==> src/sv/ljsr_pkg.sv <==
// Shared types and constants for lossless JPEG sample reconstruction.
package ljsr_pkg;

  localparam int ROW_SAMPLES = 16384;
  localparam int ROW_AW = $clog2(ROW_SAMPLES);
  localparam int STORE_AW = ROW_AW + 1;
  localparam int STORE_DEPTH = 2 * ROW_SAMPLES;
  localparam int MAX_COMPONENTS = 6;
  localparam int COMP_W = 3;
  localparam int SAMPLE_W = 16;
  localparam int DIFF_W = 18;
  localparam int PRED_W = 34;
  localparam int POS_W = 19;
  localparam int PADDR_W = 5;
  localparam int PDATA_W = 32;

  localparam logic [2:0] REG_PRECISION = 3'd0;
  localparam logic [2:0] REG_PREDICTOR = 3'd1;
  localparam logic [2:0] REG_COMPONENTS = 3'd2;
  localparam logic [2:0] REG_COLUMNS = 3'd3;
  localparam logic [2:0] REG_SHARED = 3'd4;
  localparam logic [2:0] REG_RESTART = 3'd5;
  localparam logic [2:0] REG_LEN16 = 3'd6;

  localparam logic [2:0] PRED_LEFT = 3'd1;
  localparam logic [2:0] PRED_ABOVE = 3'd2;
  localparam logic [2:0] PRED_DIAG = 3'd3;
  localparam logic [2:0] PRED_PLANE = 3'd4;
  localparam logic [2:0] PRED_LEFT_HALF = 3'd5;
  localparam logic [2:0] PRED_ABOVE_HALF = 3'd6;
  localparam logic [2:0] PRED_AVG = 3'd7;

  typedef struct packed {
    logic        first_of_image;
    logic [4:0]  diff_length;
    logic [15:0] diff_bits;
  } diff_item_t;

  typedef struct packed {
    logic [15:0] sample;
    logic        out_of_range;
    logic [2:0]  component_index;
    logic        last_of_row;
  } sample_item_t;

  typedef struct packed {
    logic [4:0]  precision;
    logic [2:0]  predictor_select;
    logic [2:0]  components;
    logic [15:0] columns;
    logic [1:0]  shared_chroma_count;
    logic [30:0] restart_interval;
    logic        length16_is_fixed;
  } cfg_t;

  typedef struct packed {
    logic load;
    logic addr;
    logic rd1;
    logic rd2;
    logic pred;
    logic wb;
  } cmd_t;

  typedef struct packed {
    logic out_free;
    logic row_end;
    logic mod_done;
  } status_t;

endpackage

==> src/sv/ljsr_ctrl.sv <==
// Controller: sequences a transfer: address, reads, predict, write-back, remainder.
module ljsr_ctrl import ljsr_pkg::*; (
  input  logic    clk,
  input  logic    rst,
  input  logic    diff_valid,
  output logic    diff_stall,
  input  status_t status,
  output cmd_t    cmd
);

  typedef enum logic [6:0] {
    S_IDLE = 7'b0000001,
    S_ADDR = 7'b0000010,
    S_RD1  = 7'b0000100,
    S_RD2  = 7'b0001000,
    S_PRED = 7'b0010000,
    S_WB   = 7'b0100000,
    S_MOD  = 7'b1000000
  } state_t;

  state_t state;
  state_t state_next;

  always_comb begin
    state_next = state;
    cmd = '0;
    unique case (state)
      S_IDLE: begin
        if (diff_valid) begin
          cmd.load = 1'b1;
          state_next = S_ADDR;
        end
      end
      S_ADDR: begin
        cmd.addr = 1'b1;
        state_next = S_RD1;
      end
      S_RD1: begin
        cmd.rd1 = 1'b1;
        state_next = S_RD2;
      end
      S_RD2: begin
        cmd.rd2 = 1'b1;
        state_next = S_PRED;
      end
      S_PRED: begin
        cmd.pred = 1'b1;
        state_next = S_WB;
      end
      S_WB: begin
        if (status.out_free) begin
          cmd.wb = 1'b1;
          state_next = status.row_end ? S_MOD : S_IDLE;
        end
      end
      S_MOD: begin
        if (status.mod_done) begin
          state_next = S_IDLE;
        end
      end
      default: state_next = S_IDLE;
    endcase
  end

  assign diff_stall = (state != S_IDLE);

  always_ff @(posedge clk) begin
    if (rst) begin
      state <= S_IDLE;
    end else begin
      state <= state_next;
    end
  end

`ifndef SYNTHESIS
  a_wb_needs_room: assert property (@(posedge clk) disable iff (rst)
    cmd.wb |-> status.out_free)
    else $error("write-back while the result register is held");

  a_load_to_addr: assert property (@(posedge clk) disable iff (rst)
    cmd.load |=> state == S_ADDR)
    else $error("transfer not followed by address step");

  a_mod_exit: assert property (@(posedge clk) disable iff (rst)
    (state == S_MOD) && status.mod_done |=> !diff_stall)
    else $error("remainder done but input still stalled");
`endif

endmodule

==> config.mk <==
export PLATFORM = sky130hd
export DESIGN_NAME = ljsr_ctrl
export DESIGN_NICKNAME = d
export VERILOG_FILES = /design/src/sv/ljsr_pkg.sv /design/src/sv/ljsr_ctrl.sv
export SDC_FILE = /design/constraint.sdc
export NUM_CORES = 1
export LEC_CHECK = 0
export ABC_AREA = 1
export CORE_AREA = 2 2 39 41
export CTS_CLUSTER_SIZE = 25
export DETAILED_ROUTE_END_ITERATION = 10
export DIE_AREA = 0 0 41 43
export DONT_BUFFER_PORTS = 1
export GPL_ROUTABILITY_DRIVEN = 0
export PLACE_DENSITY = 0.47
export SETUP_SLACK_MARGIN = 0.5
export SYNTH_ARGS = -nofsm -noshare
export SYNTH_HDL_FRONTEND = slang
export SYNTH_SLANG_ARGS = --single-unit
export TNS_END_PERCENT = 100
==> constraint.sdc <==
create_clock -name clk -period 1.8 [get_ports clk]
set_input_delay 0.18 -clock clk [delete_from_list [all_inputs] [get_ports clk]]
set_output_delay 0.18 -clock clk [all_outputs]
set_load 0.05 [all_outputs]
==> results of run 1 <==
## cells in the final DEF, fill, tap and decap left out
| cell type | count |
|---|---|
| nand3_2 | 4 |
| nand4_1 | 2 |
| nor2_4 | 2 |
| nor3_4 | 1 |
| buf_4 | 5 |
| clkbuf_1 | 1 |
| nand2_4 | 1 |
| a21oi_1 | 1 |
| dfxtp_2 | 5 |
| dfxtp_4 | 1 |
| buf_6 | 1 |
| inv_2 | 4 |
| dlygate4sd3_1 | 2 |
| clkinvlp_4 | 3 |
| nor2_1 | 11 |
| nor2_2 | 6 |
| nor3_1 | 3 |
| inv_1 | 8 |
| nand2_1 | 5 |
| nand2_2 | 5 |
| dfxtp_1 | 1 |
| clkbuf_4 | 3 |
| inv_4 | 1 |
| nand3_1 | 3 |
## final cells by class
cell class              count  area (um^2)  area share (%)
clock buffers               4         26.3            4.34
inverters                  16         73.8            12.2
multi-input cells          44          267            44.0
flip-flops and latches      7          150            24.8
well taps                  16         20.0            3.31
repair buffers              8         68.8            11.4
## worst max path at each step
stage / start / to / slack [ps] / cells past startpoint
after floorplan: state[4]$_SDFFE_PP0P_ / cmd[5] / 440 / 3
after global placement: state[6]$_SDFFE_PP0P_ / cmd[2] / 520 / 3
after detailed placement: state[4]$_SDFFE_PP0P_ / cmd[2] / 510 / 3
after CTS: state[5]$_SDFFE_PP0P_ / cmd[5] / 320 / 3
after global routing: state[4]$_SDFFE_PP0P_ / cmd[5] / 260 / 3
final: state[5]$_SDFFE_PP0P_ / cmd[5] / 320 / 3
## through the flow
stage	instance area, um^2	cells	power (mW)	hold slack [ps]	setup slack (ps)
global route	606	95	0.532	113	261
floorplan	449	68	0.306	249	438
global placement	477	85	0.334	251	520
finish	606	95	0.505	103	322
CTS	571	92	0.503	5.82	323
detailed placement	477	85	0.332	251	507
## critical path, delay by kind of cell (launching register included)
| kind | cells | cell delay, ps |
|---|---|---|
| AND/OR/NAND/NOR | 3 | 670 |
| flip-flops | 1 | 360 |
## synth_stat cells
master,count
nor2_1,14
inv_1,13
nand2_1,9
dfxtp_1,7
nand3_1,5
nor2_2,4
inv_2,3
nor3_1,3
nand2_2,2
nand3_2,2
nand4_1,2
a21oi_1,1
buf_4,1
nor2_4,1
nor3_4,1
## cell families after synthesis
kind of cell,after synthesis,share of synthesized area [%]
buffers and inverters,17,15.5
AO/OA/AOI/OAI,1,1.15
AND/OR/NAND/NOR,43,51.3
flip-flops,7,32.1
## routing by layer
metal  GRT usage [%]  wire length (um)  vias to the layer above
met5               0                 0                        -
met4            8.00                18                        0
met3            5.76                72                        4
met2            17.2               452                       11
met1            19.1               435                      193
li1                -                 -                      227
## where the power goes
part           internal, mW  switching [mW]  leakage, nW
logic                0.0607           0.119        0.203
registers             0.165          0.0105       0.0601
clock network        0.0851          0.0648       0.0150
## what timing repair did
action / 4_1_cts / 5_1_grt
setup endpoints to repair: 7 / 8
pin swaps: 4 / 2
gates cloned: 0 / 0
buffers inserted: 2 / 2
hold endpoints to repair: 4 / 1
gates resized for setup: 17 / 4
hold buffers: 1 / 1
==> flow_summary.toml, run 1 <==
[outcome]
status = "completed"

[synth]
synth_area_leaders = "dfxtp_1, nor2_1, inv_1, nand2_1, nand3_1"
syn_avg_cell_area_um2 = 6.42
synth_cells = 68
yosys.area.top_type = "dfxtp_1"
syn_area_um2 = 437
ys_warn_count = 0
yosys.cell_types.count = 15
synth_nets = 74
yosysSeqAreaShare_pct = 32.1
synth_top_cell_area_share_pct = 32.1
ys_ff_latch = 7

[clock_tree]
clkTransAtPathRegs_ps = 60
cts_tree = "yes"
cts_buffer_depth = 2
ctsHtreeMaxLevel = 1
clock_sinks = 7
root_buffer = "clkbuf_4"
clkLatencyLatePin_ps = 260
cts-buffers-inserted = 3

[floorplan]
die_y_um = 43
start_util_pct = 31.6
die_w_um = 41
dieArea_mm2 = 0.00176
coreArea_mm2 = 0.00138
rows = 14
io_pins = 13

[final_layout]
drive_gt1_share_pct = 53.2
fin_util_pct = 43.8
diodes = 0
nFillCells = 142
largestRegisters = "state x7"
areaGrowthSynthToFinish_pct = 38.7
largest_reg_flops = 7
layout.nets = 86
regMostFlops = "state"

[critical_path]
worstSetupPathType = "register to primary output"
crit_path_max_incr_delay_ps = 360
critical-path-slowest-cell = "dfxtp_4"
critPathRequiredTime_ps = 1620
reg2reg_slack_ps = 580
cp_data_arrival_time_ps = 1300
reg2reg_to = "state[0]$_SDFFE_PP1P_"
path_max_fanout = 5
cp-start-kind = "register"
end_kind = "primary output"
reg2regPathDepth = 7
cp_cell_sequence = "nor3_4 -> nand2_2 -> nor2_4"
timing.rr.start = "state[5]$_SDFFE_PP0P_"

[timing]
setup_tns_ps = 0
fmax_ghz = 0.677
post-route-min-period_ps = 1480
rsz0062_at_grt = "yes"
maxSlewViolCount = 0
finalSetupViolCount = 0
tightest_slew_ps = 323
timing.slew.headroom_pct = 78.4
fin_crit_sh_pct = 82.1
hold_viol_final = 0
finalClockSkew_ps = 9.56

[global_route]
gr-usage-all-layers_pct = 13.8
first_global_vias = 361
grt_max_degree = 6
antenna_found_initial = 0
overflow = 0
grt_first_pass_wirelength_um = 1570

[worst_hold_path]
whs_path_depth = 3
min_to = "state[6]$_SDFFE_PP0P_"
min_from = "rst"
min_path_type = "input port to register"

[job]
maxCapViolCount = 0

[place]
dp_hpwl_um = 718
io_buffers = 0

[pwr]
p_leak_nw = 0.278
peakVddDrop_mv = 0.452
power_density_mw_per_mm2 = 834

[routing]
postRouteAntennaNets = 0
dr_total_vias = 435
routed_wl_um = 978
via_per_inst = 4.58
drc = 0
routedWlPerCell_um = 10.3
drt_iter0_markers = 3
drt-pass1-iter-count = 3
(Power assumes the default switching activity.)
==> run 2, diff against run 1 <==
Settings changed: ABC_AREA 1 to 0, PLACE_DENSITY 0.47 to 0.45.
Clock period 1.8 ns to 1.5 ns, I/O delays scaled along.
==> flow_summary.toml, run 2 <==
[outcome]
status = "complete, but fails checks"
violations = "setup timing"

[place]
dp_hpwl_um = 957
placed_area_um2 = 671
io_buffers = 0

[synth]
synth_cells = 53
yosysSeqAreaShare_pct = 33.1
async_flop_share_pct = 0
yosys.cell_types.count = 26
synth_top_cell_area_share_pct = 33.1
synth-edff-count = 0
yosysMostFrequentCell = "dfxtp_1"
syn_avg_cell_area_um2 = 7.98
yosys.area.top_type = "dfxtp_1"
ys_ff_latch = 7
ys_warn_count = 0
synth_nets = 59
synth_area_leaders = "dfxtp_1, nor4_1, nor3_1, nor3b_1, inv_1"
syn_area_um2 = 423
synthFlopType = "dfxtp_1"
synth_top_cells_by_count = "dfxtp_1, inv_1, nor2_1, nor3_1, nor4_1"

[critical_path]
critPathRequiredTime_ps = 1350
cp-start-kind = "register"
timing.rr.start = "state[4]$_SDFFE_PP0P_"
reg2reg_slack_ps = -220
worstSetupPathType = "register to primary output"
path_max_fanout = 2
cp_data_arrival_time_ps = 1710
end_kind = "primary output"
cp-startpoint = "state[4]$_SDFFE_PP0P_"

[timing]
setup_ws_ps = -358
hold_viol_final = 0
tightest_slew_ps = 356
maxSlewViolCount = 0
setup_tns_ps = -2250
post-route-min-period_ps = 1860
timing.slew.headroom_pct = 76.2
finalClockSkew_ps = 2.76
fin_hold_ws_ps = 132
rsz0062_at_grt = "yes"
fin_crit_sh_pct = 124
finalSetupViolCount = 13
fmax_ghz = 0.538

[final_layout]
regMostFlops = "state"
fin_area_um2 = 852
layout.nets = 85
drive_gt1_share_pct = 65.4
fin_util_pct = 61.6
layout.cells.most_common_list = "buf_4, inv_1"
areaGrowthSynthToFinish_pct = 101
largestRegisters = "state x7"
final_common_cell = "buf_4"
largest_reg_flops = 7
diodes = 0

[pwr]
power_density_mw_per_mm2 = 1220
peakVddDrop_mv = 0.869
total_power_mw = 1.04
p_leak_nw = 0.305

[floorplan]
io_pins = 13
die_w_um = 41
coreArea_mm2 = 0.00138
start_util_pct = 30.6
die_y_um = 43
dieArea_mm2 = 0.00176
rows = 14

[global_route]
antenna_found_initial = 0
first_global_vias = 480
gr-usage-all-layers_pct = 16.5
grt_first_pass_wirelength_um = 1990
overflow = 0
grt_max_degree = 10

[worst_hold_path]
min_from = "rst"
min_path_type = "input port to register"

[clock_tree]
clock_sinks = 7
cts-buffers-inserted = 3
cts_tree = "yes"
root_buffer = "clkbuf_4"
clkTransAtPathRegs_ps = 50
ctsHtreeMaxLevel = 1
clkLatencyLatePin_ps = 250
cts_buffer_depth = 2

[routing]
routed_wl_um = 1280
postRouteAntennaNets = 0
drt_iter0_markers = 2
routedWlPerCell_um = 13.6
dr_total_vias = 490
drc = 0
via_per_inst = 5.21
drt-pass1-iter-count = 2

[job]
maxCapViolCount = 0
## run 2: changes by cell type after synthesis, moves of 3 or more
cell	previous run	this run
nor3b_1	0	3
nor2_2	4	0
inv_2	3	0
nand2_1	9	2
nand3_1	5	0
inv_1	13	5
nor4_1	0	5
nor2_1	14	5
## run 2: stage by stage
stage	cells	worst slack, ps
6_report	94	-358
5_1_grt	94	-392
4_1_cts	92	-366
3_5_place_dp	83	-124
3_3_place_gp	83	-90.6
2_1_floorplan	53	-410
## run 2: final timing paths
kind | cells after the start | to
max | 4 | cmd[0]
min | 3 | state[2]$_SDFFE_PP0P_
max reg2reg | 6 | state[3]$_SDFFE_PP0P_
min reg2reg | 2 | state[5]$_SDFFE_PP0P_
## run 2: power by group
part           switching (mW)  internal (mW)  total (mW)
logic                   0.337          0.309       0.646
clock network          0.0672          0.101       0.169
registers              0.0164          0.208       0.224
## run 2: cell type report
type | count | area, um^2
flip-flops and latches | 7 | 146
repair buffers | 24 | 255
fillers | 119 | 532
clock buffers | 4 | 26.3
multi-input cells | 38 | 385
inverters | 5 | 18.8
well taps | 16 | 20.0
## run 2: per-layer routing
metal	global-route usage, %	routed length (um)	share of wire [%]	up-vias
met4	6.00	5	0.39	0
met1	19.8	507	40	235
met3	3.14	37	2.9	2
met5	0	0	0	-
met2	27.5	727	57	8
li1	-	-	-	245
## run 2: logic make-up (layout without fill, tap and decap cells)
group / after synthesis / after routing / share of synthesized area (%)
XOR/XNOR: 2 / 2 / 4.14
AND/OR/NAND/NOR: 27 / 27 / 37.3
buffers and inverters: 8 / 33 / 10.1
flip-flops: 7 / 7 / 33.1
AO/OA/AOI/OAI: 9 / 9 / 15.4
## run 2: repair_timing
action | in CTS | in global routing
resized for setup | 14 | 10
hold endpoints to repair | 2 | 0
setup buffers | 4 | 2
hold buffers | 1 | 0
setup endpoints to repair | 14 | 14
pin swaps | 8 | 6
## run 2: worst max-delay path, stage by stage, from the launching register on
cell	delay, ps
dfxtp_1	310
or4_4	530
or2_4	260
nor4_4	190
buf_12	180
==> run 3, diff against run 2 <==
Settings changed: SETUP_SLACK_MARGIN 0.5 to default, TNS_END_PERCENT 100 to default.
==> flow_summary.toml, run 3 (synthesis gave the netlist of run 2 again) <==
[outcome]
status = "complete, but fails checks"
violations = "setup timing"

[routing]
drc = 0
top_layer = "met4"
drt_iter0_markers = 10
via_per_inst = 5.42
wl_met2_um = 826
postRouteAntennaNets = 0
routed_wl_um = 1490
route.met3.wl_um = 75
drt-pass1-iter-count = 4
dr_total_vias = 504
wl_met1_um = 578
routedWlPerCell_um = 16.0

[pwr]
p_leak_nw = 0.299
pwr-share-seq_pct = 22.7
comb_power_share_pct = 59.9
pwr-share-clk_pct = 17.4
peakVddDrop_mv = 0.813
internal-power_mw = 0.585
total_power_mw = 0.995
swShare_pct = 41.2
power_density_mw_per_mm2 = 1220
power.switching_mw = 0.409

[place]
io_buffers = 0
pre_cts_slack_ps = -122
dp_hpwl_um = 1010

[final_layout]
largest_reg_flops = 7
layout.nets = 84
layout.cells.most_common_list = "buf_4, inv_1, buf_12, buf_6, dfxtp_1"
regMostFlops = "state"
drive_gt1_share_pct = 58.4
diodes = 0
final_common_cell = "buf_4"
areaGrowthSynthToFinish_pct = 92.0
largestRegisters = "state x7"

[global_route]
grt_max_degree = 10
first_global_vias = 477
gr-usage-all-layers_pct = 17.1
overflow = 0
grt_first_pass_wirelength_um = 2000
antenna_found_initial = 0

[timing]
setup_ws_ps = -380
timing.slew.headroom_pct = 76.6
finalSetupViolCount = 13
maxSlewViolCount = 0
fmax_ghz = 0.532
tightest_slew_ps = 350
fin_crit_sh_pct = 125
post-route-min-period_ps = 1880
rsz0062_at_grt = "yes"
setup_tns_ps = -2260
finalClockSkew_ps = 3.91
hold_viol_final = 0

[worst_hold_path]
min_from = "rst"
min_to = "state[0]$_SDFFE_PP1P_"
min_path_type = "input port to register"
whs_path_depth = 2

[critical_path]
worstSetupPathType = "register to primary output"
cp-startpoint = "state[4]$_SDFFE_PP0P_"
critPathRequiredTime_ps = 1350
reg2reg_to = "state[0]$_SDFFE_PP1P_"
cp-start-kind = "register"
cp_data_arrival_time_ps = 1730
reg2regPathDepth = 6
reg2reg_slack_ps = -180
end_kind = "primary output"
timing.rr.start = "state[4]$_SDFFE_PP0P_"
path_max_fanout = 2

[clock_tree]
ctsHtreeMaxLevel = 1
cts_buffer_depth = 2
clkTransAtPathRegs_ps = 60
clock_sinks = 7
cts-buffers-inserted = 3
cts_tree = "yes"
root_buffer = "clkbuf_4"
clkLatencyLatePin_ps = 250

[floorplan]
die_y_um = 43
die_w_um = 41
io_pins = 13
start_util_pct = 30.6
rows = 14
coreArea_mm2 = 0.00138
dieArea_mm2 = 0.00176

[job]
maxCapViolCount = 0
run 3: repair_timing:
action | CTS | global route
buffers inserted | 3 | 5
cloned | 0 | 0
hold endpoints to repair | 2 | 0
pin swaps | 6 | 4
resized for setup | 9 | 10
hold buffers | 1 | 0
endpoints found under the setup margin | 8 | 12
run 3: how the worst max path moves through the flow:
stage              to  slack [ps]
6_report       cmd[0]        -380
3_3_place_gp   cmd[0]         -90
2_1_floorplan  cmd[0]        -410
3_5_place_dp   cmd[0]        -120
5_1_grt        cmd[0]        -390
4_1_cts        cmd[0]        -390
run 3: power by group through the flow:
stage                     clock network [mW]  logic (mW)  registers, mW
after floorplan                            0       0.303          0.239
after global placement                     0       0.463          0.226
after detailed placement                   0       0.474          0.226
after CTS                              0.177       0.546          0.223
after global routing                   0.182       0.620          0.228
final                                  0.173       0.596          0.226
run 3: cell type report:
cell class	instances	area (um^2)
Fill cell	129	572
Tap cell	16	20.0
Multi-Input combinational cell	38	355
Timing Repair Buffer	23	248
Inverter	5	18.8
Clock buffer	4	26.3
Sequential cell	7	144
run 3: worst max-delay path, cell delays in order (launching register included):
cell	delay [ps]
dfxtp_2	310
or4_4	530
or2_4	260
nor4_4	200
buf_12	180
run 3: through the flow:
step	hold slack, ps	area (um^2)	std cells	utilization, %
after floorplan	228	488	53	-
after global placement	231	649	81	46.9
after detailed placement	233	649	81	46.9
after CTS	49.8	743	89	53.7
after global routing	65.7	812	93	58.7
final	41.3	812	93	58.7
run 3: metal layers:
layer | GRT usage [%] | vias up
li1 | - | 243
met1 | 18.8 | 243
met2 | 27.5 | 16
met3 | 5.24 | 2
met4 | 9.33 | 0
met5 | 0 | -
